### src/hw/rtl/icmp_echo_responder_macros.svh
// assertion helpers shared by the responder modules
`ifndef ICMP_ECHO_RESPONDER_MACROS_SVH
`define ICMP_ECHO_RESPONDER_MACROS_SVH

`ifndef SYNTHESIS
// property must hold at every clock edge out of reset
`define IECHO_ASSERT(lbl, prop, msg) \
  lbl: assert property (@(posedge clk) disable iff (!rst_n) (prop)) else $error(msg);
// condition must never occur
`define IECHO_NEVER(lbl, cond, msg) \
  `IECHO_ASSERT(lbl, !(cond), msg)
`else
`define IECHO_ASSERT(lbl, prop, msg)
`define IECHO_NEVER(lbl, cond, msg)
`endif

`endif

### src/hw/rtl/iecho_fifo.sv
`include "icmp_echo_responder_macros.svh"

module iecho_fifo #(
  parameter int WIDTH = 8,
  parameter int DEPTH = 4,
  localparam int PW = $clog2(DEPTH),
  localparam int CNTW = $clog2(DEPTH + 1)
) (
  input  logic             clk,
  input  logic             rst_n,
  input  logic             push,
  input  logic [WIDTH-1:0] push_data,
  input  logic             pop,
  output logic [WIDTH-1:0] pop_data,
  output logic             full,
  output logic             empty
);

  logic [WIDTH-1:0] slot_r [DEPTH];
  logic [PW-1:0]    wr_ptr_r;
  logic [PW-1:0]    rd_ptr_r;
  logic [CNTW-1:0]  count_r;

  assign full     = (count_r == CNTW'(DEPTH));
  assign empty    = (count_r == '0);
  assign pop_data = slot_r[rd_ptr_r];

  always_ff @(posedge clk) begin
    if (push) begin
      slot_r[wr_ptr_r] <= push_data;
    end
  end

  always_ff @(posedge clk) begin
    if (!rst_n) begin
      wr_ptr_r <= '0;
      rd_ptr_r <= '0;
      count_r  <= '0;
    end else begin
      if (push) begin
        wr_ptr_r <= (wr_ptr_r == PW'(DEPTH - 1)) ? '0 : wr_ptr_r + 1'b1;
      end
      if (pop) begin
        rd_ptr_r <= (rd_ptr_r == PW'(DEPTH - 1)) ? '0 : rd_ptr_r + 1'b1;
      end
      if (push && !pop) begin
        count_r <= count_r + 1'b1;
      end else if (pop && !push) begin
        count_r <= count_r - 1'b1;
      end
    end
  end

  `IECHO_NEVER(a_fifo_no_overflow, push && full && !pop, "fetch queue overflow")
  `IECHO_NEVER(a_fifo_no_underflow, pop && empty, "fetch queue underflow")

endmodule

### config.mk
export PLATFORM = sky130hd
export DESIGN_NAME = iecho_fifo
export DESIGN_NICKNAME = d
export VERILOG_FILES = /design/src/hw/rtl/iecho_fifo.sv
export VERILOG_INCLUDE_DIRS = /design/src /design/src/hw/rtl
export SDC_FILE = /design/constraint.sdc
export NUM_CORES = 1
export LEC_CHECK = 0
export ABC_AREA = 0
export BUFFER_PORTS_ARGS = -buffer_cell sky130_fd_sc_hd__buf_2
export CAP_MARGIN = 20
export CORE_ASPECT_RATIO = 1.2
export CORE_MARGIN = 5
export CORE_UTILIZATION = 30
export CTS_CLUSTER_SIZE = 8
export DETAILED_ROUTE_END_ITERATION = 7
export MAX_ROUTING_LAYER = met4
export PLACE_DENSITY = 0.54
export SLEW_MARGIN = 25
export SYNTH_ARGS = -nofsm -noshare
export SYNTH_HDL_FRONTEND = slang
export SYNTH_SLANG_ARGS = --single-unit
export TNS_END_PERCENT = 20
### constraint.sdc
create_clock -name clk -period 1.9 [get_ports clk]
set_input_delay 0.38 -clock clk [delete_from_list [all_inputs] [get_ports clk]]
set_output_delay 0.38 -clock clk [all_outputs]
set_load 0.005 [all_outputs]
==> metrics.md <==
| Metric | Value |
|---|---|
| Clock Path Buffers | 2 |
| Worst-Skew Late Latency | 290 ps |
| Post-route ant nets | 0 |
| Pleak | 0.695 nW |
| RSZ-0062 raised after global routing | false |
| Most frequent cells in the layout | edfxtp_1, buf_2, dfxtp_1, mux4_2, ha_1 |
| Synth unique cells | 20 |
| HP Class | input pin to flip-flop |
| Number of synthesized register bits | 41 |
| Filler cells | 504 |
| Worst setup margin | 74.7 ps |
| Share of the synthesized area in the top cell type | 0.595 |
| # port buffers | 21 |
| Final setup fails | 0 |
| First-pass GRT wire length | 4230 µm |
| CP top delay family | multiplexers |
| Fmax | 0.548 GHz |
| Io pins | 22 |
| Largest net degree at the start of global routing | 14 |
| Worst IR Drop VDD | 0.000360 V |
| Fin cells | 177 |
| Crit path DAT | 1450 ps |
| Chip height | 90.4 µm |
| DR pass1 iterations | 4 |
| Cell Rows | 29 |
| Share of layout cells above drive strength 1 | 0.330 |
| Area Growth Syn to Fin | 18.3% |
| CTS root buffer | clkbuf_8 |
| Die Wd | 77.0 µm |
| # diodes | 0 |
| Worst slack at placement | -14.6 ps |
| Largest cells by area after synthesis | edfxtp_1, dfxtp_1, mux4_2 |
| Routed vias | 808 |
| Antenna violations before repair | 0 |
| DR DRC count | 0 |
| Clock sink total | 41 |
| GRT overflow | 0 |
| Global Route Usage Sum | 0.0817 |
| Worst Max-Slew Pin Slew | 463 ps |
| Top cell type by total area after synthesis | edfxtp_1 |
| Post-DP Area | 0.00180 mm² |
| Sequential cell area | 0.00114 mm² |
| Final Cell Area | 0.00191 mm² |
| Critical path class | flip-flop to primary output |
| Crit start category | flip-flop |
| Core area | 0.00526 mm² |
| Buf+Inv Stages, Crit Path | 2 |
| Critical path capture point type | primary output |
| Max Cap Viol | 0 |
| Ys Warns | 0 |
| Final Hold Fails | 0 |
| Max-slew headroom | 0.692 |
| Hold_buf cts | 0 |
| Clock Pin Slew Worst Setup and Hold Paths | 80 ps |
| Max-slew violation count | 0 |
| CTS tree | built |
| Total Die Area | 0.00696 mm² |
| Synthesized instance count | 86 |
| Fin nets | 133 |
| Final period util | 0.961 |
| Most common cell after layout, fill and taps aside | edfxtp_1 |
| 1st-iter DRT viols | 12 |
| Max stage delay cell, worst path | mux4_2 |
| Synthesized area per cell | 18.8 µm² |
| Pwr Density | 1010 mW/mm² |
| TritonCTS buffer count | 5 |
| Critical path peak fanout | 8 |
| Area of the multi-input gates | 443 µm² |
| Post-route minimum period | 1830 ps |
| Final wirelength | 2640 µm |
| Starting Density | 0.307 |
| GPL Wtd Cong | 0.673 |
| CP cell instances | buf_6, mux4_2, buf_2 |
| Seq/Total Area, Yosys | 0.706 |
| Vias per cell | 4.56 |
| H-tree Lvls | 2 |
| Dpl hpwl | 1870 µm |
| Power, Total | 1.93 mW |
| Critical Path RT | 1520 ps |
| Post-placement cell count | 169 |
| Run status | complete, no violations |
| Syn Nets | 105 |
| Clock Skew | 5.21 ps |
| CP max stage delay | 510 ps |
| Routed wire length per instance | 14.9 µm |
| Vias in the first global route | 873 |
| Mapped Area | 0.00162 mm² |
[layer usage]
layer	up-vias	track usage	part of all wire
met1	402	0.0845	0.41
met3	7	0.0339	0.054
li1	378	-	-
met4	0	0.0344	0.018
met2	21	0.136	0.51
met5	-	-	0
[sequential cells by signal, summed over array words and instances, names as in the netlist, named ones only]
name and cells:
rd_ptr_r 2, slot_r 32, count_r 3, wr_ptr_r 2
[area by class of cell]
cell class              count  share of cell area
well taps                  62              0.0406
inverters                   4             0.00786
clock buffers               5              0.0360
flip-flops and latches     41               0.597
multi-input cells          39               0.232
repair buffers             23              0.0648
clock inverters             3              0.0216
[logic make-up (layout without fill, tap and decap cells)]
group | after synthesis | in the layout | share of synthesized area
flops | 41 | 41 | 0.706
simple gates | 15 | 15 | 0.0558
mux | 12 | 12 | 0.136
fa+ha+maj | 7 | 7 | 0.0589
buf+inv | 6 | 35 | 0.0194
compound gates | 3 | 3 | 0.0124
xor+xnor | 2 | 2 | 0.0108
[path summary, 6_finish.rpt]
check / startpoint / to / slack [ps] / cells past startpoint
worst max-delay path: flip-flop / pop_data[1] / 70 / 3
worst min-delay path: push_data[5] / slot_r[0][5] / 310 / 1
worst max register to register: count_r[0] / count_r[2] / 400 / 4
worst min register to register: count_r[2] / count_r[2] / 530 / 2
[stage by stage]
stage           util  setup TNS (ps)  hold WS [ps]
4_1_cts        0.362               0           294
2_1_floorplan      -               0           465
5_1_grt        0.363               0           291
3_5_place_dp   0.341           -14.6           521
3_3_place_gp   0.341               0           477
6_report       0.363               0           305
[report_power, final]
| part | internal [mW] | leakage, nW | switching (mW) | total (mW) |
|---|---|---|---|---|
| logic | 0.108 | 0.275 | 0.0917 | 0.200 |
| clock network | 0.386 | 0.0518 | 0.291 | 0.677 |
| registers | 1.02 | 0.368 | 0.0324 | 1.05 |
| total | 1.51 | 0.695 | 0.415 | 1.93 |
[cells in the mapped netlist]
library cell,count
a21boi_1,1
and2_1,5
buf_6,1
clkbuf_2,1
dfxtp_1,9
edfxtp_1,32
fa_1,1
ha_1,6
inv_1,4
mux2i_1,4
mux4_2,8
nor2_1,1
nor2b_1,5
nor3_1,2
nor3b_1,1
o21a_1,1
o21ai_0,1
or3_1,1
xnor2_1,1
xor2_1,1
[worst register-to-register path, stage by stage, from the launching register on]
cell and delay (ps):
dfxtp_1 360, fa_1 460, xor2_1 170, or3_1 300, a21boi_1 150
[repair_timing]
action,4_1_cts,5_1_grt
setup endpoints to repair,0,5
resized for setup,0,1
setup buffers,0,0
(Power assumes the default switching activity.)
