--- src/hw/rtl/icmp_echo_responder_macros.svh ---
// assertion helpers shared by the responder modules
`ifndef ICMP_ECHO_RESPONDER_MACROS_SVH
`define ICMP_ECHO_RESPONDER_MACROS_SVH

`ifndef SYNTHESIS
// property must hold at every clock edge out of reset
`define IECHO_ASSERT(lbl, prop, msg) \
  lbl: assert property (@(posedge clk) disable iff (!rst_n) (prop)) else $error(msg);
// condition must never occur
`define IECHO_NEVER(lbl, cond, msg) \
  `IECHO_ASSERT(lbl, !(cond), msg)
`else
`define IECHO_ASSERT(lbl, prop, msg)
`define IECHO_NEVER(lbl, cond, msg)
`endif

`endif

--- src/hw/rtl/iecho_pkg.sv ---
package iecho_pkg;

  // default size of the packet store in bytes
  localparam int BUFFER_BYTES_DEF = 2048;

  // depth of the fetch request queue between front and back
  localparam int QUEUE_DEPTH = 4;

  localparam logic [7:0] ECHO_REQUEST_TYPE = 8'd8;

  // byte offsets inside the icmp message
  localparam int ICMP_OFS_TYPE = 0;
  localparam int ICMP_OFS_CKHI = 2;
  localparam int ICMP_OFS_CKLO = 3;

  // byte positions inside the ipv4 header
  localparam int IP_POS_LEN_HI = 2;
  localparam int IP_POS_LEN_LO = 3;
  // first position past the length field
  localparam int IP_POS_BODY = 4;

  // one resolved fetch request
  typedef struct packed {
    logic       use_mem;  // byte comes from the packet store
    logic [7:0] data;     // byte when not read from the store
    logic       last;
    logic       rvalid;
  } fetch_req_t;

endpackage

--- src/hw/rtl/iecho_back.sv ---
`include "icmp_echo_responder_macros.svh"

module iecho_back import iecho_pkg::*; #(
  parameter int BUFFER_BYTES = BUFFER_BYTES_DEF,
  localparam int AW = $clog2(BUFFER_BYTES)
) (
  input  logic          clk,
  input  logic          rst_n,
  input  logic          q_empty,
  input  fetch_req_t    q_req,
  input  logic [AW-1:0] q_addr,
  output logic          q_pop,
  output logic          ram_re,
  output logic [AW-1:0] ram_raddr,
  input  logic [7:0]    ram_rdata,
  output logic          back_busy,
  output logic          out_valid,
  input  logic          out_ready,
  output logic [7:0]    out_reply_byte,
  output logic          out_reply_last,
  output logic          out_reply_valid
);

  logic       s1_v_r;
  fetch_req_t s1_req_r;
  logic       out_v_r;
  logic [7:0] out_byte_r;
  logic       out_last_r;
  logic       out_rv_r;
  logic       out_free;

  assign out_free  = !out_v_r || out_ready;
  assign q_pop     = !q_empty && (!s1_v_r || out_free);
  assign ram_re    = q_pop;
  assign ram_raddr = q_addr;
  assign back_busy = !q_empty || s1_v_r;

  assign out_valid       = out_v_r;
  assign out_reply_byte  = out_byte_r;
  assign out_reply_last  = out_last_r;
  assign out_reply_valid = out_rv_r;

  always_ff @(posedge clk) begin
    if (q_pop) begin
      s1_req_r <= q_req;
    end
    if (out_free && s1_v_r) begin
      out_byte_r <= s1_req_r.use_mem ? ram_rdata : s1_req_r.data;
      out_last_r <= s1_req_r.last;
      out_rv_r   <= s1_req_r.rvalid;
    end
  end

  always_ff @(posedge clk) begin
    if (!rst_n) begin
      s1_v_r  <= 1'b0;
      out_v_r <= 1'b0;
    end else begin
      if (q_pop) begin
        s1_v_r <= 1'b1;
      end else if (out_free) begin
        s1_v_r <= 1'b0;
      end
      if (out_free) begin
        out_v_r <= s1_v_r;
      end
    end
  end

  // only store reads of written bytes carry data worth holding
  `IECHO_ASSERT(a_back_rdata_hold,
                (s1_v_r && !out_free && s1_req_r.use_mem) |=> $stable(ram_rdata),
                "store read data lost while stalled")

endmodule

--- config.mk ---
export PLATFORM = sky130hd
export DESIGN_NAME = iecho_back
export DESIGN_NICKNAME = d
export VERILOG_FILES = /design/src/hw/rtl/iecho_pkg.sv /design/src/hw/rtl/iecho_back.sv
export VERILOG_INCLUDE_DIRS = /design/src /design/src/hw/rtl
export SDC_FILE = /design/constraint.sdc
export NUM_CORES = 1
export LEC_CHECK = 0
export BUFFER_PORTS_ARGS = -buffer_cell sky130_fd_sc_hd__buf_4
export CORE_ASPECT_RATIO = 1.1
export CORE_UTILIZATION = 25
export CTS_CLUSTER_SIZE = 40
export DETAILED_ROUTE_END_ITERATION = 6
export PLACE_DENSITY = 0.56
export SLEW_MARGIN = 20
export SYNTH_ARGS = -nofsm -noshare
export SYNTH_HDL_FRONTEND = slang
export SYNTH_SLANG_ARGS = --single-unit
--- constraint.sdc ---
create_clock -name clk -period 1.9 [get_ports clk]
set_input_delay 0.38 -clock clk [delete_from_list [all_inputs] [get_ports clk]]
set_output_delay 0.38 -clock clk [all_outputs]
set_load 0.1 [all_outputs]
==> summary.md, run 1 <==
| Metric | Value |
|---|---|
| Outcome | completed |
| DP Area | 1200 sq um |
| Via count | 484 |
| Final nets | 115 |
| Skew final | 8.03 ps |
| # H-tree levels | 1 |
| FMAX | 578 MHz |
| Yosys warnings | 0 |
| Critical path fanouts, max | 6 |
| Most common cell after layout, fill and taps aside | buf_4 |
| Top Ports | 59 |
| Seq/Total Area, Yosys | 0.715 |
| WHS Endpoint | s1_req_r[2] |
| Clock net sink count | 23 |
| Element type at the critical path start | register |
| R2R depth | 1 |
| DR WL met3 | 165 microns |
| Average cell area after synthesis | 18.4 sq um |
| Setup crit end kind | output port |
| MaxCap Viol Count | 0 |
| Iteration-0 DRC Markers | 3 |
| Mapped Nets | 85 |
| Type of the most critical hold path | in2reg |
| Unrepaired setup endpoints after global routing | false |
| Die X | 60.4 microns |
| Min-Delay Startpoint | q_req[2] |
| Avg WL per Cell | 12.9 microns |
| Reg area | 674 sq um |
| Cell Pwr Density | 842 nW/um^2 |
| CTS tree | built |
| Cell area after layout | 1230 sq um |
| Flop-to-flop setup slack | 630 ps |
| Row cnt | 22 |
| TritonRoute pass-1 iters | 2 |
| Clock Path Buffers | 2 |
| WL met1 | 527 microns |
| Count of cell types in the netlist | 11 |
| Die Y | 66.3 microns |
| Via/cell ratio | 3.78 |
| Worst-Margin Slew | 501 ps |
| DRC | 0 |
| Relative slew slack | 0.666 |
| Global Route Usage Sum | 0.0830 |
| Layout area overhead | 31.6% |
| IO buf count | 36 |
| Hold_buf cts | 0 |
| Antenna cells | 0 |
| CP Class | reg2out |
| Core area | 3470 sq um |
| Mapped Cells | 51 |
| Layout cells sized above 1 | 0.663 |
| Clock tree root driver cell | clkbuf_4 |
| Synthesized flop and latch total | 23 |
| LEAKAGE | 0.500 nW |
| Commonest cells after routing, fill and taps aside | buf_4 (38), edfxtp_1 (21), mux2_4 (8), clkbuf_4 (3) |
| Max VDD drop | 201 uV |
| Worst hold stages | 1 |
| First-pass GRT wire length | 2.29 mm |
| Number of global-route vias before repair | 504 |
| Mapped Area | 938 sq um |
| Final Cycle Share | 0.911 |
| Post-CTS sizing | 0 |
| Aggregate global routing overflow | 0 |
| Number of fillers in the final layout | 357 |
| Drt total wl | 1.66 mm |
| Number of post-CTS setup repair buffers | 0 |
| Routed Antenna Nets | 0 |
| Reg2reg end | out_reply_byte[4] |
| Clk Latency, worst-skew pair | 310 ps |
| R2R Path Start | s1_req_r[10] |
| Top Metal Used | met4 |
| # setup viols final | 0 |
| Multi-input logic area | 185 sq um |
| Worst EP arrival | 1350 ps |
| Initial Util | 0.271 |
| Final Critical Period | 1730 ps |
| Total CTS buffers | 3 |
| Gp weighted congestion | 0.622 |
| CTS clk-pin slew, worst paths | 130 ps |
| Die area | 4000 sq um |
| Hold Vio Cnt, Final | 0 |
| Initial antenna violation count | 0 |
| Slew Viols, Final | 0 |
| Crit path required time | 1520 ps |
| Largest net degree at the start of global routing | 15 |
| Routed wl met2 | 949 microns |
| Post-layout util | 0.356 |
==> cell families after synthesis <==
kind of cell / count (synthesis) / synth area share
simple gates: 4 / 0.0280
mux: 8 / 0.128
compound gates: 3 / 0.0213
buf+inv: 13 / 0.108
flops: 23 / 0.715
==> metrics by stage <==
stage / hold WS, ps / TNS, ps / setup slack (ps) / total power [W] / instances
6_report: 236 / 0 / 170 / 0.00104 / 128
5_1_grt: 197 / 0 / 88.5 / 0.00108 / 128
4_1_cts: 220 / 0 / 142 / 0.00105 / 128
3_5_place_dp: 412 / 0 / 446 / 0.000829 / 124
3_3_place_gp: 401 / 0 / 476 / 0.000825 / 124
2_1_floorplan: 400 / -133 / -133 / 0.000874 / 51
==> cells in the mapped netlist <==
cell type	n	area share
buf_6	1	0.012
o21a_1	1	0.0080
edfxtp_1	21	0.67
mux2_4	8	0.13
nor2b_1	2	0.013
nand2b_1	1	0.0067
nand3b_1	1	0.0080
buf_4	12	0.096
a21oi_1	1	0.0053
dfxtp_1	2	0.043
a21boi_0	1	0.0080
==> flip-flops by register name (all words and copies together) (netlist names) <==
register / flops
s1_v_r: 1
s1_req_r: 11
out_valid: 1
out_reply_last: 1
out_reply_valid: 1
out_reply_byte: 8
==> how the worst max path moves through the flow <==
stage	startpoint	endpoint	slack, ps
6_report	out_valid	q_pop	170
5_1_grt	out_valid	q_pop	90
4_1_cts	out_valid	q_pop	140
3_5_place_dp	out_ready	q_pop	450
3_3_place_gp	out_ready	q_pop	480
2_1_floorplan	out_valid	ram_re	-130
==> per-layer routing <==
layer  up-vias  track usage
met2        27        0.158
met3         2       0.0352
met4         0       0.0511
li1        231            -
met1       224       0.0661
met5         -            0
==> critical path: stages, from the launching register on <==
cell and delay [ps]:
dfxtp_4 370, nor2b_4 130, a21oi_4 200, buf_4 330
==> power breakdown <==
part           internal, W  switching (W)  total [W]
clock            0.0000802       0.000145   0.000226
combinational    0.0000756       0.000142   0.000218
sequential        0.000583      0.0000134   0.000597
total             0.000739       0.000301    0.00104
==> final cells by class <==
cell class / instances / area share
Clock inverter: 1 / 0.00608
Tap cell: 48 / 0.0486
Multi-Input combinational cell: 15 / 0.150
Sequential cell: 23 / 0.546
Clock buffer: 3 / 0.0182
Timing Repair Buffer: 38 / 0.231
No activity file was read; power rests on OpenSTA's default activity.
==> run 2, diff against run 1 <==
--- a/config.mk
+++ b/config.mk
@@ -8,10 +8,10 @@
 export LEC_CHECK = 0
 export BUFFER_PORTS_ARGS = -buffer_cell sky130_fd_sc_hd__buf_4
 export CORE_ASPECT_RATIO = 1.1
-export CORE_UTILIZATION = 25
+export CORE_UTILIZATION = 41
 export CTS_CLUSTER_SIZE = 40
 export DETAILED_ROUTE_END_ITERATION = 6
-export PLACE_DENSITY = 0.56
+export PLACE_DENSITY = 0.81
 export SLEW_MARGIN = 20
 export SYNTH_ARGS = -nofsm -noshare
 export SYNTH_HDL_FRONTEND = slang
==> run 2 against run 1 <==
Compared with the run above:
- worst setup slack improved by 100 ps
- highest routed layer unchanged
- critical path type unchanged
- first-iteration DRC count down 67%
- die area is 38% lower
- sequential share of layout area up 1.7 points
- largest cell class unchanged
==> summary.md, run 2 (synthesis gave the netlist of run 1 again) <==
| Metric | Value |
|---|---|
| Outcome | completed |
| Worst-Margin Slew | 765 ps (+264 ps) |
| Iteration-0 DRC Markers | 1 (-2) |
| Global Route Usage Sum | 0.132 (+0.0494) |
| Initial Util | 0.450 (+0.180) |
| Gp weighted congestion | 0.728 (+17%) |
| Slew Viols, Final | 0 (unchanged) |
| Multi-input logic area | 185 sq um (unchanged) |
| MaxCap Viol Count | 0 (unchanged) |
| First-pass GRT wire length | 2.08 mm (-9.3%) |
| Reg area | 674 sq um (unchanged) |
| Clock Path Buffers | 2 (unchanged) |
| Clk Latency, worst-skew pair | 300 ps (about the same) |
| Die area | 2480 sq um (-38%) |
| Hold_buf cts | 0 (unchanged) |
| Final Critical Period | 1630 ps (-105 ps) |
| Crit-path slowest cell | dfxtp_4 |
| FMAX | 615 MHz (+6.4%) |
| Placed Cells | 103 (-17%) |
| Total CTS buffers | 3 (unchanged) |
| Number of flip-flops under the largest register name | 11 (unchanged) |
| Max VDD drop | 418 uV (+110%) |
| Avg WL per Cell | 13.1 microns (+1.1%) |
| Final Cycle Share | 0.856 (-0.0551) |
| Antenna cells | 0 (unchanged) |
| Clock power frac | 0.207 (-0.010) |
| Aggregate global routing overflow | 0 (unchanged) |
| Reg2reg end | out_reply_byte[0] |
| CTS clk-pin slew, worst paths | 110 ps (-20 ps) |
| Most flops, register | s1_req_r |
| Hold Vio Cnt, Final | 0 (unchanged) |
| Clock net sink count | 23 (unchanged) |
| Largest net degree at the start of global routing | 13 (-2) |
| DP Area | 1170 sq um (-2.7%) |
| Crit. Startpoint | out_valid |
| CTS tree | built |
| Number of post-CTS setup repair buffers | 0 (unchanged) |
| Die X | 47.6 microns (-21%) |
| Initial antenna violation count | 0 (unchanged) |
| # H-tree levels | 1 (unchanged) |
| Flop-to-flop setup slack | 440 ps (-190 ps) |
| Sequential power share | 0.583 (+0.009) |
| Layout cells sized above 1 | 0.646 (-0.0169) |
| Drt total wl | 1.40 mm (-15%) |
| Cell Pwr Density | 853 nW/um^2 (+1.3%) |
| # setup viols final | 0 (unchanged) |
| Int Power | 0.000740 W (about the same) |
| Cell area after layout | 1200 sq um (-2.9%) |
| CP max stage delay | 360 ps (about the same) |
| Type of the most critical hold path | in2reg |
| Via/cell ratio | 4.55 (+20%) |
| Crit path required time | 1520 ps (about the same) |
| Setup crit end kind | output port |
| Final nets | 114 (-0.87%) |
| Via count | 487 (+0.62%) |
| Unrepaired setup endpoints after global routing | false |
| IO buf count | 36 (unchanged) |
| Switch Pwr | 0.000283 W (-5.8%) |
| R2R Path Start | s1_v_r |
| Number of fillers in the final layout | 166 (-54%) |
| Finished Layout Cells | 107 (-16%) |
| Worst setup endpoint | q_pop |
| Most common cell after layout, fill and taps aside | buf_4 |
| Clock tree root driver cell | clkbuf_4 |
| Element type at the critical path start | register |
| Top Ports | 59 (unchanged) |
| LEAKAGE | 0.496 nW (-0.82%) |
| TritonRoute pass-1 iters | 3 (+1) |
| Worst EP arrival | 1250 ps (-100 ps) |
| R2R depth | 1 (unchanged) |
| Routed Antenna Nets | 0 (unchanged) |
| Switching portion of total power | 0.277 (-0.0123) |
| Skew final | 2.15 ps (-5.88 ps) |
| Number of global-route vias before repair | 474 (-6.0%) |
| Layout area overhead | 27.7% |
| Row cnt | 17 (-23%) |
| Combinational power share | 0.210 (about the same) |
| DRC | 0 (unchanged) |
| Relative slew slack | 0.489 (-0.177) |
| CP Class | reg2out |
| Commonest cells after routing, fill and taps aside | buf_4 (37), edfxtp_1 (21), mux2_4 (8), clkbuf_4 (3) |
| Post-CTS sizing | 0 (unchanged) |
| CP cell instances | nor2b_4 -> a21oi_4 -> buf_4 |
| Core area | 2080 sq um (-40%) |
| Die Y | 52.2 microns (-21%) |
| Critical path fanouts, max | 3 (-3) |
-- run 2: cell count changes in the layout (fill, tap and decap cells not counted), sizes merged --
cell,before,now
clkbuf,3,4
buf,38,37
clkinvlp,1,0
-- run 2: critical path, delay by kind of cell, from the launching register on --
family	cells	cell delay (ps)
flops	1	360
buf+inv	1	310
compound gates	1	140
simple gates	1	130
-- run 2: area by class of cell --
type / instances / area share
flip-flops and latches: 23 / 0.563
clock buffers: 4 / 0.0219
multi-input cells: 15 / 0.154
well taps: 28 / 0.0292
repair buffers: 37 / 0.232
-- run 2: per-layer routing --
layer	routed length, microns	track usage
met2	768	0.217
met4	63	0.144
met1	450	0.127
met5	0	0
met3	117	0.0207
-- run 2: power groups by stage --
stage / Combinational, W / Sequential [W] / Clock, W
floorplan: 0.000186 / 0.000688 / 0
global placement: 0.000214 / 0.000607 / 0
detailed placement: 0.000216 / 0.000609 / 0
CTS: 0.000216 / 0.000597 / 0.000219
global route: 0.000224 / 0.000600 / 0.000242
finish: 0.000214 / 0.000597 / 0.000212
-- run 2: through the flow --
| step | power, W | worst slack, ps | util | hold slack [ps] | TNS (ps) |
|---|---|---|---|---|---|
| floorplan | 0.000874 | -133 | - | 400 | -133 |
| global placement | 0.000820 | 411 | 0.562 | 409 | 0 |
| detailed placement | 0.000825 | 365 | 0.562 | 409 | 0 |
| CTS | 0.00103 | 246 | 0.575 | 235 | 0 |
| global route | 0.00107 | 205 | 0.575 | 218 | 0 |
| finish | 0.00102 | 274 | 0.575 | 245 | 0 |
-- run 2: worst min-delay path by stage --
stage,from,to,cells after the start
2_1_floorplan,s1_req_r[1],out_reply_last,0
3_3_place_gp,s1_req_r[1],out_reply_last,0
3_5_place_dp,s1_req_r[1],out_reply_last,0
4_1_cts,q_req[2],s1_req_r[2],1
5_1_grt,q_req[2],s1_req_r[2],1
6_report,q_req[10],s1_req_r[10],1
