<file path="src/hw/rtl/icmp_echo_responder_macros.svh">
// assertion helpers shared by the responder modules
`ifndef ICMP_ECHO_RESPONDER_MACROS_SVH
`define ICMP_ECHO_RESPONDER_MACROS_SVH

`ifndef SYNTHESIS
// property must hold at every clock edge out of reset
`define IECHO_ASSERT(lbl, prop, msg) \
  lbl: assert property (@(posedge clk) disable iff (!rst_n) (prop)) else $error(msg);
// condition must never occur
`define IECHO_NEVER(lbl, cond, msg) \
  `IECHO_ASSERT(lbl, !(cond), msg)
`else
`define IECHO_ASSERT(lbl, prop, msg)
`define IECHO_NEVER(lbl, cond, msg)
`endif

`endif

</file>
<file path="src/hw/rtl/iecho_pkg.sv">
package iecho_pkg;

  // default size of the packet store in bytes
  localparam int BUFFER_BYTES_DEF = 2048;

  // depth of the fetch request queue between front and back
  localparam int QUEUE_DEPTH = 4;

  localparam logic [7:0] ECHO_REQUEST_TYPE = 8'd8;

  // byte offsets inside the icmp message
  localparam int ICMP_OFS_TYPE = 0;
  localparam int ICMP_OFS_CKHI = 2;
  localparam int ICMP_OFS_CKLO = 3;

  // byte positions inside the ipv4 header
  localparam int IP_POS_LEN_HI = 2;
  localparam int IP_POS_LEN_LO = 3;
  // first position past the length field
  localparam int IP_POS_BODY = 4;

  // one resolved fetch request
  typedef struct packed {
    logic       use_mem;  // byte comes from the packet store
    logic [7:0] data;     // byte when not read from the store
    logic       last;
    logic       rvalid;
  } fetch_req_t;

endpackage

</file>
<file path="src/hw/rtl/iecho_front.sv">
`include "icmp_echo_responder_macros.svh"

module iecho_front import iecho_pkg::*; #(
  parameter int BUFFER_BYTES = BUFFER_BYTES_DEF,
  localparam int AW = $clog2(BUFFER_BYTES),
  localparam int CW = $clog2(BUFFER_BYTES + 1)
) (
  input  logic          clk,
  input  logic          rst_n,
  input  logic          cfg_wr_en,
  input  logic          cfg_wr_data,
  input  logic          in_valid,
  output logic          in_ready,
  input  logic          in_command,
  input  logic [7:0]    in_data_byte,
  input  logic          in_end_of_packet,
  input  logic          back_busy,
  input  logic          q_full,
  output logic          push,
  output fetch_req_t    push_req,
  output logic [AW-1:0] push_addr,
  output logic          ram_we,
  output logic [AW-1:0] ram_waddr,
  output logic [7:0]    ram_wdata
);

  localparam logic [16:0] BUF_LIM = 17'(BUFFER_BYTES);

  typedef enum logic [1:0] {ST_RUN, ST_SUM, ST_FOLD1, ST_FOLD2} state_t;

  state_t      state_r;
  logic        echo_en_r;
  logic        closed_r;
  logic [CW-1:0] cnt_r;
  logic [5:0]  hdr_r;
  logic [15:0] total_r;
  logic [31:0] acc_r;
  logic [7:0]  b1_r;
  logic [7:0]  type_r;
  logic        type_seen_r;
  logic        ok_r;
  logic [15:0] ck_r;
  logic        pending_r;
  logic [CW-1:0] rp_r;

  logic        accept;
  logic        load_acc;
  logic        fetch_acc;

  // load side: values as seen by this byte (new packet starts from zero)
  logic [CW-1:0] cnt_cur;
  logic [5:0]  hdr_cur;
  logic [15:0] total_cur;
  logic [31:0] acc_cur;
  logic [7:0]  b1_cur;
  logic        type_seen_cur;
  logic [16:0] pos_ld;
  logic        store_ok;
  logic [5:0]  hdr_nxt;
  logic [15:0] total_nxt;
  logic        sum_hit;
  logic [31:0] acc_nxt;

  // fetch side
  logic [15:0] len_w;
  logic [16:0] rp_ext;
  logic [16:0] pos_rd;
  logic        active;
  logic        close_ok;
  logic [16:0] fold;

  assign accept    = in_valid && in_ready;
  assign load_acc  = accept && !in_command;
  assign fetch_acc = accept && in_command;

  // loads wait until earlier fetches have read the store
  assign in_ready = (state_r == ST_RUN) && (in_command ? !q_full : !back_busy);

  always_comb begin
    cnt_cur       = closed_r ? '0 : cnt_r;
    hdr_cur       = closed_r ? '0 : hdr_r;
    total_cur     = closed_r ? '0 : total_r;
    acc_cur       = closed_r ? '0 : acc_r;
    b1_cur        = closed_r ? '0 : b1_r;
    type_seen_cur = closed_r ? 1'b0 : type_seen_r;
    pos_ld        = 17'(cnt_cur);
    store_ok      = (pos_ld < BUF_LIM);

    hdr_nxt   = (pos_ld == '0) ? {in_data_byte[3:0], 2'b00} : hdr_cur;
    total_nxt = total_cur;
    if (pos_ld == 17'(IP_POS_LEN_HI)) begin
      total_nxt = {in_data_byte, total_cur[7:0]};
    end else if (pos_ld == 17'(IP_POS_LEN_LO)) begin
      total_nxt = {total_cur[15:8], in_data_byte};
    end

    // bytes of the icmp body past the length field; type and checksum count as zero
    sum_hit = store_ok && (pos_ld >= 17'(IP_POS_BODY)) && (pos_ld >= 17'(hdr_cur))
              && (pos_ld < 17'(total_cur))
              && (pos_ld != 17'(hdr_cur) + 17'(ICMP_OFS_TYPE))
              && (pos_ld != 17'(hdr_cur) + 17'(ICMP_OFS_CKHI))
              && (pos_ld != 17'(hdr_cur) + 17'(ICMP_OFS_CKLO));
    acc_nxt = acc_cur;
    if (sum_hit) begin
      acc_nxt = acc_cur + (pos_ld[0] ? {24'd0, in_data_byte} : {16'd0, in_data_byte, 8'd0});
    end
  end

  assign ram_we    = load_acc && store_ok;
  assign ram_waddr = cnt_cur[AW-1:0];
  assign ram_wdata = in_data_byte;

  assign len_w  = total_r - {10'd0, hdr_r};
  assign rp_ext = 17'(rp_r);
  assign pos_rd = 17'(hdr_r) + rp_ext;
  assign active = pending_r && (rp_ext < 17'(len_w));

  assign close_ok = echo_en_r && (total_r >= {10'd0, hdr_r}) && (17'(total_r) <= BUF_LIM)
                    && (len_w != '0) && type_seen_r && (type_r == ECHO_REQUEST_TYPE);

  assign fold = 17'(acc_r[31:16]) + 17'(acc_r[15:0]);

  always_comb begin
    push_req  = '0;
    push_addr = pos_rd[AW-1:0];
    push      = fetch_acc;
    if (active) begin
      push_req.rvalid = 1'b1;
      push_req.last   = (rp_ext + 17'd1 == 17'(len_w));
      if (rp_ext == 17'(ICMP_OFS_TYPE)) begin
        push_req.data = 8'd0;
      end else if (rp_ext == 17'(ICMP_OFS_CKHI)) begin
        push_req.data = ck_r[15:8];
      end else if (rp_ext == 17'(ICMP_OFS_CKLO)) begin
        push_req.data = ck_r[7:0];
      end else begin
        push_req.use_mem = (pos_rd < 17'(cnt_r));
      end
    end
  end

  always_ff @(posedge clk) begin
    if (!rst_n) begin
      state_r     <= ST_RUN;
      echo_en_r   <= 1'b1;
      closed_r    <= 1'b1;
      cnt_r       <= '0;
      hdr_r       <= '0;
      total_r     <= '0;
      acc_r       <= '0;
      b1_r        <= '0;
      type_r      <= '0;
      type_seen_r <= 1'b0;
      ok_r        <= 1'b0;
      ck_r        <= '0;
      pending_r   <= 1'b0;
      rp_r        <= '0;
    end else begin
      if (cfg_wr_en) begin
        echo_en_r <= cfg_wr_data;
      end
      unique case (state_r)
        ST_RUN: begin
          if (load_acc) begin
            closed_r    <= in_end_of_packet;
            pending_r   <= 1'b0;
            rp_r        <= '0;
            hdr_r       <= store_ok ? hdr_nxt : hdr_cur;
            total_r     <= store_ok ? total_nxt : total_cur;
            acc_r       <= acc_nxt;
            cnt_r       <= store_ok ? cnt_cur + 1'b1 : cnt_cur;
            b1_r        <= (store_ok && pos_ld == 17'd1) ? in_data_byte : b1_cur;
            type_seen_r <= type_seen_cur || (store_ok && pos_ld == 17'(hdr_nxt));
            if (store_ok && pos_ld == 17'(hdr_nxt)) begin
              type_r <= in_data_byte;
            end
            if (in_end_of_packet) begin
              state_r <= ST_SUM;
            end
          end else if (fetch_acc && active) begin
            rp_r <= rp_r + 1'b1;
          end
        end
        ST_SUM: begin
          // byte one lies in the icmp message only when the header is empty
          acc_r   <= acc_r + (((hdr_r == '0) && (total_r > 16'd1)) ? {24'd0, b1_r} : 32'd0);
          ok_r    <= close_ok;
          state_r <= ST_FOLD1;
        end
        ST_FOLD1: begin
          acc_r   <= 32'(fold);
          state_r <= ST_FOLD2;
        end
        ST_FOLD2: begin
          ck_r      <= ~fold[15:0];
          pending_r <= ok_r;
          state_r   <= ST_RUN;
        end
        default: begin
          state_r <= ST_RUN;
        end
      endcase
    end
  end

  `IECHO_ASSERT(a_front_sum_after_eop,
                (state_r == ST_SUM) |-> $past(load_acc && in_end_of_packet),
                "checksum close without end of packet")
  `IECHO_ASSERT(a_front_pending_len,
                pending_r |-> ((len_w != '0) && (17'(total_r) <= BUF_LIM)),
                "reply armed with bad length")
  `IECHO_NEVER(a_front_idle_on_close,
               (state_r != ST_RUN) && accept,
               "request taken while closing packet")

endmodule

</file>
<file path="config.mk">
export PLATFORM = sky130hd
export DESIGN_NAME = iecho_front
export DESIGN_NICKNAME = d
export VERILOG_FILES = /design/src/hw/rtl/iecho_pkg.sv /design/src/hw/rtl/iecho_front.sv
export VERILOG_INCLUDE_DIRS = /design/src /design/src/hw/rtl
export SDC_FILE = /design/constraint.sdc
export NUM_CORES = 1
export LEC_CHECK = 0
export ABC_AREA = 0
export BUFFER_PORTS_ARGS = -buffer_cell sky130_fd_sc_hd__buf_2
export CORE_MARGIN = 4
export CORE_UTILIZATION = 30
export DETAILED_ROUTE_END_ITERATION = 6
export PLACE_DENSITY_LB_ADDON = 0.3
export SLEW_MARGIN = 20
export SYNTH_ARGS = -nofsm -noshare
export SYNTH_HDL_FRONTEND = slang
export SYNTH_SLANG_ARGS = --single-unit
</file>
<file path="constraint.sdc">
create_clock -name clk -period 8.9 [get_ports clk]
set_clock_uncertainty 0.05 [all_clocks]
set_input_delay 0.445 -clock clk [delete_from_list [all_inputs] [get_ports clk]]
set_output_delay 0.445 -clock clk [all_outputs]
set_load 0.02 [all_outputs]
</file>
==> implementation parameters, run 1 <==
Parameter                              Value

Status
  Status    complete, no violations

Worst setup path
  Worst path arrival time    5390 ps
  Standard cell with the maximum stage delay on the critical path    sky130_fd_sc_hd__or3_1
  Worst-path fanout max    8
  Count of buffering cells on the critical path with inverters included    2
  Worst-path cell chain    inv_1 -> ha_1 -> nor2b_1 -> o31a_1 -> o221ai_1 -> nand2_1 -> or3_1 -> xor2_1 -> ha_1 -> a21oi_1 -> o21ai_0 -> or3_1 -> a21oi_1 -> o21ai_0 -> or3_1 -> nor2_1 -> buf_2
  Kind of end point of the critical path    output pin
  Delay contributed by the slowest stage of the critical path    600 ps
  Crit path launch type    flop
  Data required time of the worst path    8410 ps
  Category of cells accounting for the largest share of critical-path delay    simple AND/OR/NAND/NOR gates
  R2R Setup Slk    3920 ps
  Critical path start-end classification    flop to output pin
  Cell type with the highest occurrence count on the critical path    sky130_fd_sc_hd__or3_1

Die
  Die outline width    200.1 um
  Core area    36520 um^2
  Initial standard-cell utilization of the core    0.3031
  I/O pin count    61
  Site Rows    70
  Chip Height    200.1 um
  Die area    40040 um^2

Place
  Detailed placer's ending HPWL    28640 um
  Placement-stage worst setup slack    3455 ps
  Number of cells after detailed placement    1940
  Weighted congestion reported at the end of routability-driven placement    0.9289
  Number of buffers inserted by port buffering    60

Yosys
  Library cell with the highest instance count after synthesis    sky130_fd_sc_hd__nor2_1
  Primary flip-flop cell chosen by synthesis mapping    sky130_fd_sc_hd__dfxtp_1
  Async set-or-reset flop fraction in the synthesized netlist    0
  Post-synthesis share of cell area spent on full adders, half adders and majority gates    0.1300
  Post-synthesis simple-gate area fraction    0.2632
  Cells after Synth    1496
  Post-synthesis xor/xnor area fraction    0.07832
  Count of yosys warnings during synthesis    0
  Mean area per synthesized cell    7.400 um^2
  Register bit total from synthesis    117
  Top cells by count, synth    sky130_fd_sc_hd__nor2_1, sky130_fd_sc_hd__nand2_1, sky130_fd_sc_hd__dfxtp_1
  Compound-gate portion of the synthesized area    0.2399
  Post-Syn Nets    1625
  Largest family of logic cells by synthesized area    simple AND/OR/NAND/NOR gates
  Post-Synthesis Cell Area    11070 um^2
  Dominant cells by area after synthesis    sky130_fd_sc_hd__dfxtp_1, sky130_fd_sc_hd__ha_1, sky130_fd_sc_hd__nor2_1
  Seq/Total Area, Yosys    0.2116
  Yosys top cell by area    sky130_fd_sc_hd__dfxtp_1
  Post-synth EDFFs    0
  Multiplexer fraction of the synthesized cell area    0.01639
  Distinct cells, synth    82
  Fraction of post-synthesis cell area in the top cell type by area    0.2116

Pwr
  Max rail drop VDD    0.1603 mV
  Pwr Density    152.7 nW/um^2
  Overall power    1.869 mW
  Leakage power    4.856 nW

Routing
  First-pass DRT Iterations    5
  Wire length reported by the detailed router    38260 um
  Count of routing violations after the opening detailed-route iteration    769
  Routed Antenna Nets    0
  Number of vias per cell after detailed routing    5.591
  Number of vias in the routed layout    11030
  Per-cell routed wire length    19.40 um
  Count of unresolved DRC violations after routing    0

GRT
  Number of global-route vias before repair    10860
  Combined global-route utilization of all metal layers    0.1871
  First-pass GRT wire length    61010 um
  Aggregate global routing overflow    0
  Initial antenna violation count    0
  Largest net degree at the start of global routing    65

Clocking
  Clock latency on the worst-skew pair    440 ps
  Total of cells resized after clock tree synthesis    0
  Buffer levels on the longest clock path    2
  Clk pin slew, worst setup/hold paths    60 ps
  Post-CTS Repair Setup Buffers    0
  Buffer type at the clock tree root    sky130_fd_sc_hd__clkbuf_16
  Number of buffers inserted for hold repair after clock tree synthesis    0
  Total clock sinks    117
  Clock tree from TritonCTS    built
  Cts bufs inserted    17
  Level count of the clock H-tree    4

STA
  Minimum setup slack in the final design    3014 ps
  Slew Viols, Final    0
  Setup Viol. Count Final    0
  RSZ-0062 raised after global routing    false
  Slew at the pin closest to its max-slew limit    1055 ps
  Rel. slew slack    0.2909
  Tcrit/Tclk final    0.6614
  Endpoints failing hold    0
  Achievable clock frequency    0.1699 GHz
  Min Clock Period, post-route    5886 ps
  Setup TNS    0 ps
  Minimum hold slack    174.2 ps

Finish
  Growth of design area from synthesis to finish    10.60%
  Post-layout instance count excluding filler cells    1972
  Share of cells above drive strength 1    0.08710
  # nets final    1620
  Antenna Diode Count    0

Hold path
  Worst min-delay path class    input pin to flop

Run
  Number of max-capacitance violations reported    0
[where the power goes]
part / leakage (nW) / switching [mW] / total, mW / internal [mW]
Combinational: 3.61 / 0.350 / 0.528 / 0.178
Clock: 0.302 / 0.283 / 0.743 / 0.460
Sequential: 0.944 / 0.0474 / 0.598 / 0.551
Total: 4.86 / 0.680 / 1.87 / 1.19
[per-layer routing]
layer	GRT usage	up-vias	routed length, um
met5	0	-	0
met2	0.3247	280	18590
li1	-	5403	-
met3	0.02347	67	1506
met4	0.06786	0	1238
met1	0.2392	5275	16930
[sequential cells by signal, indices dropped and copies added, names as in the netlist, 2 cells and up]
signal / cells
acc_r: 32
b1_r: 8
ck_r: 16
cnt_r: 12
hdr_r: 6
rp_r: 12
state_r: 2
total_r: 16
type_r: 8
[tightest hold or removal path, stage by stage]
cell and delay, ps:
sky130_fd_sc_hd__buf_2 80, sky130_fd_sc_hd__mux2i_1 60, sky130_fd_sc_hd__nand2_1 60
[cell type report]
| class | count | area [um^2] |
|---|---|---|
| clock buffer | 20 | 456.7 |
| clock inverter | 12 | 167.7 |
| fill | 3946 | 24280 |
| inverter | 61 | 229.0 |
| multi-input combinational | 1221 | 8064 |
| sequential | 117 | 2344 |
| tap | 468 | 585.6 |
| timing repair buffer | 73 | 397.9 |
[cells by family (layout without fill, tap and decap cells)]
logic type               count (synthesis)  after routing
flip-flops                             117            117
adder cells (fa/ha/maj)                112            112
XOR/XNOR                                99             99
multiplexers                            18             18
AND/OR/NAND/NOR                        588            588
buffers and inverters                  158            166
AO/OA/AOI/OAI                          404            404
[layout by cell type (no fill, tap or decap), types with 17 or more instances in the layout]
| cell type | count |
|---|---|
| sky130_fd_sc_hd__o21ai_0 | 94 |
| sky130_fd_sc_hd__ha_1 | 106 |
| sky130_fd_sc_hd__a22oi_1 | 21 |
| sky130_fd_sc_hd__mux2i_1 | 17 |
| sky130_fd_sc_hd__clkbuf_16 | 17 |
| sky130_fd_sc_hd__nor2b_1 | 38 |
| sky130_fd_sc_hd__xnor2_1 | 64 |
| sky130_fd_sc_hd__xor2_1 | 35 |
| sky130_fd_sc_hd__or3_1 | 19 |
| sky130_fd_sc_hd__a211oi_1 | 30 |
| sky130_fd_sc_hd__buf_2 | 60 |
| sky130_fd_sc_hd__dfxtp_1 | 116 |
| sky130_fd_sc_hd__nand2_1 | 143 |
| sky130_fd_sc_hd__inv_1 | 59 |
| sky130_fd_sc_hd__nand3_1 | 68 |
| sky130_fd_sc_hd__a31oi_1 | 18 |
| sky130_fd_sc_hd__and3_1 | 21 |
| sky130_fd_sc_hd__and2_1 | 20 |
| sky130_fd_sc_hd__nand4_1 | 19 |
| sky130_fd_sc_hd__nor2_1 | 156 |
| sky130_fd_sc_hd__a21o_1 | 18 |
| sky130_fd_sc_hd__a21oi_1 | 103 |
| sky130_fd_sc_hd__nor3_1 | 36 |
[through the flow]
step	util	cell area [um^2]
2_1_floorplan	-	11070
5_1_grt	0.3353	12240
6_report	0.3353	12240
3_3_place_gp	0.3181	11620
3_5_place_dp	0.3181	11620
4_1_cts	0.3352	12240
[worst paths after layout]
check | to | cells past startpoint | start
setup / recovery | push_req[7] | 17 | hdr_r[1]
hold / removal | echo_en_r | 3 | cfg_wr_data
setup reg to reg | acc_r[22] | 16 | hdr_r[5]
hold reg to reg | ok_r | 2 | ok_r
Note: power is estimated with default switching activity, not from simulation.
==> run 2: changes to the inputs <==
==> constraint.sdc (replaced) <==
create_clock -name clk -period 5.1 [get_ports clk]
set_clock_uncertainty 0.05 [all_clocks]
set_input_delay 0.255 -clock clk [delete_from_list [all_inputs] [get_ports clk]]
set_output_delay 0.255 -clock clk [all_outputs]
set_load 0.02 [all_outputs]
==> run 2 against run 1 <==
Against the previous run: utilization up 0.50 points; critical endpoint is now push_req[5]; clock-buffer cell count decreased by 1; clock power rose by 75%; register-to-register slack got worse by 3100 ps; critical path type unchanged; routed wire length is 1.3% higher; critical path depth increased by 1; sequential cell count unchanged; sequential share of layout area is 0.27 points lower.
==> implementation parameters, run 2 (synthesized netlist as in run 1, its figures left out) <==
Parameter                              Value

Status
  Status    complete, no violations

Worst setup path
  Critical path start-end classification    flop to output pin
  Worst path arrival time    4550 ps
  Crit path launch type    flop
  Category of cells accounting for the largest share of critical-path delay    simple AND/OR/NAND/NOR gates
  Data required time of the worst path    4800 ps
  Worst-path fanout max    8
  Standard cell with the maximum stage delay on the critical path    sky130_fd_sc_hd__or3_4
  Endpoint of the most critical register-to-register path    acc_r[22]
  Worst-path cell chain    inv_2 -> ha_1 -> nor2b_1 -> o31a_1 -> o221ai_2 -> nand2_1 -> or3_1 -> xor2_2 -> ha_1 -> a21oi_1 -> o21ai_0 -> or3_1 -> a21oi_2 -> o21ai_0 -> buf_4 -> or3_4 -> nor2_1 -> buf_2
  Worst flop-to-flop path startpoint    hdr_r[5]
  Kind of end point of the critical path    output pin
  Delay contributed by the slowest stage of the critical path    420 ps
  R2R Setup Slk    850 ps
  Worst reg-to-reg path cell count    18
  Count of buffering cells on the critical path with inverters included    3

Finish
  Post-route cell area    12430 um^2
  Multi-input combinational cell area    8104 um^2
  Largest register by flop count    acc_r
  Post-layout instance count excluding filler cells    1990
  Count of filler cells inserted in the layout    3894
  # nets final    1638
  Share of cells above drive strength 1    0.1032
  Number of flip-flops under the largest register name    32
  Antenna Diode Count    0
  Footprint of the flip-flops and latches    2345 um^2
  Growth of design area from synthesis to finish    12.24%
  Commonest non-fill, non-tap cells in the layout    sky130_fd_sc_hd__nor2_1, sky130_fd_sc_hd__nand2_1, sky130_fd_sc_hd__dfxtp_1, sky130_fd_sc_hd__ha_1, sky130_fd_sc_hd__a21oi_1
  Largest registers ranked by flip-flop count    acc_r (32), ck_r (16), total_r (16)
  Leading cell type in the layout, fill and taps excluded    sky130_fd_sc_hd__nor2_1

STA
  Endpoints failing hold    0
  Slew Viols, Final    0
  Tcrit/Tclk final    0.9513
  Rel. slew slack    0.2870
  Setup Viol. Count Final    0
  Achievable clock frequency    0.2061 GHz
  Slew at the pin closest to its max-slew limit    1070 ps
  Min Clock Period, post-route    4851 ps

Clocking
  Cts bufs inserted    17
  Buffer type at the clock tree root    sky130_fd_sc_hd__clkbuf_16
  Clk pin slew, worst setup/hold paths    60 ps
  Level count of the clock H-tree    4
  Total clock sinks    117
  Clock latency on the worst-skew pair    440 ps
  Buffer levels on the longest clock path    2
  Clock tree from TritonCTS    built

GRT
  First-pass GRT wire length    61340 um
  Initial antenna violation count    0
  Largest net degree at the start of global routing    50
  Aggregate global routing overflow    0
  Combined global-route utilization of all metal layers    0.1869
  Number of global-route vias before repair    11020

Die
  I/O pin count    61
  Die area    40040 um^2
  Site Rows    70
  Die outline width    200.1 um
  Chip Height    200.1 um
  Initial standard-cell utilization of the core    0.3031
  Core area    36520 um^2

Routing
  Count of unresolved DRC violations after routing    0
  Number of vias per cell after detailed routing    5.660
  Number of vias in the routed layout    11260
  First-pass DRT Iterations    5
  Per-cell routed wire length    19.47 um
  Routed Antenna Nets    0
  Wire length reported by the detailed router    38750 um
  Count of routing violations after the opening detailed-route iteration    831

Pwr
  Cell-internal power    2.096 mW
  Register share of total power    0.315
  Sw Pwr    1.202 mW
  Clock network fraction of design power    0.393
  Fraction of power consumed by combinational cells    0.292
  Pwr Density    265.4 nW/um^2
  Leakage power    4.961 nW
  Overall power    3.298 mW
  Max rail drop VDD    0.2822 mV
  Net switching share of the total power    0.3646

Place
  Number of cells after detailed placement    1955
  Number of buffers inserted by port buffering    60
  Detailed placer's ending HPWL    29240 um
  Area of placed instances    11730 um^2
  Weighted congestion reported at the end of routability-driven placement    0.9179

Run
  Number of max-capacitance violations reported    0

Hold path
  Number of cells traversed by the worst hold path    3
  Worst min-delay path class    input pin to flop
  Worst min-delay path endpoint    echo_en_r
  Source of the worst hold timing path    cfg_wr_en
[run 2: worst max-delay path by stage]
stage,startpoint,end,depth (start not counted)
4_1_cts,hdr_r[1],push_req[7],18
3_3_place_gp,hdr_r[1],push_req[2],18
3_5_place_dp,hdr_r[1],push_req[7],18
6_report,hdr_r[1],push_req[5],18
5_1_grt,hdr_r[1],push_req[7],18
2_1_floorplan,hdr_r[1],push_req[1],15
[run 2: layer usage]
| metal | track usage | vias up | wire length [um] |
|---|---|---|---|
| met2 | 0.3229 | 352 | 18580 |
| li1 | - | 5432 | - |
| met5 | 0 | - | 0 |
| met1 | 0.2376 | 5417 | 16870 |
| met3 | 0.02785 | 63 | 2053 |
| met4 | 0.06713 | 0 | 1243 |
[run 2: area by class of cell]
class | count | share of cell area
well taps | 468 | 0.04713
multi-input cells | 1221 | 0.6522
inverters | 61 | 0.01843
flip-flops and latches | 117 | 0.1887
repair buffers | 91 | 0.04330
clock buffers | 19 | 0.03645
clock inverters | 13 | 0.01380
[run 2: power by group through the flow]
stage	combinational (mW)	sequential [mW]	clock, mW
floorplan	0.652	1.02	0
global placement	0.933	1.06	0
detailed placement	0.937	1.06	0
CTS	0.943	1.04	1.31
global route	1.06	1.04	1.35
finish	0.964	1.04	1.30
[run 2: per-stage QoR]
step / util / hold slack, ps / worst slack (ps) / setup TNS [ps]
4_1_cts: 0.3385 / 1.188 / 17.09 / 0
3_3_place_gp: 0.3212 / 392.4 / 619.9 / 0
5_1_grt: 0.3402 / 22.65 / -56.64 / -156.8
2_1_floorplan: - / 333.0 / 319.9 / 0
6_report: 0.3402 / 13.93 / 248.6 / 0
3_5_place_dp: 0.3212 / 399.6 / 508.3 / 0
[run 2: tightest hold or removal path, delay by kind of cell]
family	cells	cell delay [ps]
buffers and inverters	1	90
muxes	1	60
and+or+nand+nor	1	60
[run 2: repair_timing]
item / CTS / global route
setup endpoints to repair: 0 / 9
hold buffers: 1 / 0
resized for setup: 0 / 11
endpoints found under the hold margin: 1 / 0
buffers inserted: 0 / 2
==> run 3: changes to the inputs <==
==> constraint.sdc (replaced) <==
create_clock -name clk -period 5.9 [get_ports clk]
set_clock_uncertainty 0.05 [all_clocks]
set_input_delay 0.295 -clock clk [delete_from_list [all_inputs] [get_ports clk]]
set_output_delay 0.295 -clock clk [all_outputs]
set_load 0.02 [all_outputs]
==> run 3 against run 2 <==
Against the previous run: non-clock buffer count is 13 lower; final area decreased by 1.6%; via count decreased by 1.6%; sequential share of layout area increased by 0.29 points; global-route usage fell by 0.18 points; total power fell by 17%; largest cell class unchanged; largest power group unchanged; highest routed layer unchanged.
==> implementation parameters, run 3 (synthesized netlist as in run 1, its figures left out) <==
Parameter                              Value

Die
  Initial standard-cell utilization of the core    0.3031
  Site Rows    70
  Die area    40040 um^2
  Chip Height    200.1 um
  Die outline width    200.1 um
  I/O pin count    61
  Core area    36520 um^2

Hold path
  Worst min-delay path class    input pin to flop
  Source of the worst hold timing path    cfg_wr_data
  Worst min-delay path endpoint    echo_en_r
  Number of cells traversed by the worst hold path    3

Finish
  Largest register by flop count    acc_r
  Count of filler cells inserted in the layout    3911
  Post-layout instance count excluding filler cells    1976
  Commonest non-fill, non-tap cells in the layout    sky130_fd_sc_hd__nor2_1, sky130_fd_sc_hd__nand2_1, sky130_fd_sc_hd__dfxtp_1, sky130_fd_sc_hd__ha_1, sky130_fd_sc_hd__a21oi_1
  Leading cell type in the layout, fill and taps excluded    sky130_fd_sc_hd__nor2_1
  Number of flip-flops under the largest register name    32
  # nets final    1625
  Share of cells above drive strength 1    0.09085
  Antenna Diode Count    0
  Largest registers ranked by flip-flop count    acc_r (32), ck_r (16), total_r (16)
  Growth of design area from synthesis to finish    10.49%

Pwr
  Leakage power    4.853 nW
  Net switching share of the total power    0.3714
  Overall power    2.725 mW
  Max rail drop VDD    0.2249 mV
  Sw Pwr    1.012 mW
  Fraction of power consumed by combinational cells    0.292
  Pwr Density    222.8 nW/um^2
  Cell-internal power    1.713 mW
  Clock network fraction of design power    0.377
  Register share of total power    0.331

STA
  Endpoints failing hold    0
  Achievable clock frequency    0.1887 GHz
  Setup TNS    0 ps
  Slew Viols, Final    0
  Setup Viol. Count Final    0
  Rel. slew slack    0.4307
  Slew at the pin closest to its max-slew limit    853.2 ps
  Min Clock Period, post-route    5301 ps
  Minimum setup slack in the final design    599.3 ps
  RSZ-0062 raised after global routing    false
  Tcrit/Tclk final    0.8984

Clocking
  Cts bufs inserted    17
  Post-CTS Repair Setup Buffers    0
  Buffer levels on the longest clock path    2
  Clock latency on the worst-skew pair    430 ps
  Buffer type at the clock tree root    sky130_fd_sc_hd__clkbuf_16
  Level count of the clock H-tree    4
  Clk pin slew, worst setup/hold paths    60 ps
  Total clock sinks    117
  Clock tree from TritonCTS    built

Routing
  Per-cell routed wire length    19.11 um
  Detail Route met3 WL    1550 um
  Max layer used    met4
  Routed Antenna Nets    0
  Wire length reported by the detailed router    37760 um
  First-pass DRT Iterations    5
  Sum of routed wire segments on met1    16610 um
  Number of vias in the routed layout    11090
  Count of unresolved DRC violations after routing    0
  Number of vias per cell after detailed routing    5.611
  Count of routing violations after the opening detailed-route iteration    755
  Routed length on met2    18340 um

Worst setup path
  R2R Setup Slk    1220 ps
  Data required time of the worst path    5560 ps
  CP startpoint    hdr_r[1]
  Kind of end point of the critical path    output pin
  Worst-path cell chain    inv_1 -> ha_1 -> nor2b_1 -> o31a_1 -> o221ai_2 -> nand2_1 -> or3_1 -> xor2_1 -> ha_1 -> nand4_1 -> a211oi_1 -> or3_1 -> a21oi_1 -> o21ai_0 -> or3_1 -> nor2_1 -> buf_2
  Standard cell with the maximum stage delay on the critical path    sky130_fd_sc_hd__or3_1
  Endpoint of the most critical register-to-register path    rp_r[6]
  Worst path arrival time    4960 ps
  Worst-path fanout max    8
  Delay contributed by the slowest stage of the critical path    510 ps
  Count of buffering cells on the critical path with inverters included    2
  Number of logic stages on the critical path including buffering    17
  Worst flop-to-flop path startpoint    hdr_r[1]
  Cell type with the highest occurrence count on the critical path    sky130_fd_sc_hd__or3_1
  Category of cells accounting for the largest share of critical-path delay    simple AND/OR/NAND/NOR gates
  Worst reg-to-reg path cell count    17
  Critical path start-end classification    flop to output pin
  Crit path launch type    flop

Status
  Status    complete, no violations

Place
  Number of cells after detailed placement    1945
  Weighted congestion reported at the end of routability-driven placement    0.9237
  Placement-stage worst setup slack    834.2 ps
  Number of buffers inserted by port buffering    60
  Detailed placer's ending HPWL    28600 um

GRT
  First-pass GRT wire length    60170 um
  Aggregate global routing overflow    0
  Initial antenna violation count    1
  Combined global-route utilization of all metal layers    0.1851
  Largest net degree at the start of global routing    69
  Number of global-route vias before repair    10750

Run
  Number of max-capacitance violations reported    0
-- run 3: changes by cell type in the layout (fill, tap and decap cells not counted), moves of 2 or more --
cell | before | now
sky130_fd_sc_hd__clkinv_4 | 3 | 1
sky130_fd_sc_hd__inv_6 | 4 | 2
sky130_fd_sc_hd__bufinv_16 | 3 | 1
sky130_fd_sc_hd__clkinvlp_4 | 2 | 4
sky130_fd_sc_hd__buf_4 | 31 | 18
sky130_fd_sc_hd__clkinv_2 | 1 | 3
-- run 3: cell type report --
type | count | area, um^2 | area share
multi-input cells | 1221 | 8070 | 0.6598
clock buffers | 20 | 466.7 | 0.03815
flip-flops and latches | 117 | 2344 | 0.1916
clock inverters | 11 | 101.3 | 0.008286
repair buffers | 78 | 435.4 | 0.03560
inverters | 61 | 229.0 | 0.01872
well taps | 468 | 585.6 | 0.04787
-- run 3: what timing repair did --
item / 4_1_cts / 5_1_grt
endpoints found under the hold margin: 0 / 0
hold buffers: 0 / 0
gates resized for setup: 0 / 1
endpoints found under the setup margin: 0 / 6
-- run 3: layer usage --
metal | vias to the layer above | track usage
met2 | 289 | 0.3163
met4 | 0 | 0.07352
li1 | 5401 | -
met1 | 5318 | 0.2354
met3 | 79 | 0.02752
met5 | - | 0
-- run 3: worst max path at each step --
stage | to | slack, ps
5_1_grt | push_req[9] | 210
3_5_place_dp | push_req[6] | 830
4_1_cts | push_req[6] | 360
6_report | push_req[6] | 600
3_3_place_gp | push_req[9] | 970
2_1_floorplan | push_req[1] | 1080
-- run 3: power groups by stage --
stage                     logic, mW  registers, mW  clock network [mW]
after floorplan               0.563          0.883                   0
after global placement        0.786          0.917                   0
after detailed placement      0.789          0.917                   0
after CTS                     0.794          0.900                1.05
after global routing          0.876          0.905                1.08
final                         0.796          0.901                1.03
-- run 3: worst register-to-register path, delay by kind of cell (launching register included) --
kind / cells / cell delay, ps
compound gates: 6 / 1230
xor+xnor: 1 / 290
fa+ha+maj: 2 / 670
buf+inv: 2 / 460
flops: 1 / 470
simple gates: 6 / 1420
-- run 3: through the flow --
stage	hold slack (ps)	instance area (um^2)	util
after CTS	5.006	12220	0.3347
final	27.28	12230	0.3349
after floorplan	373.0	11070	-
after global placement	393.5	11650	0.3191
after global routing	38.73	12230	0.3349
after detailed placement	401.6	11650	0.3191
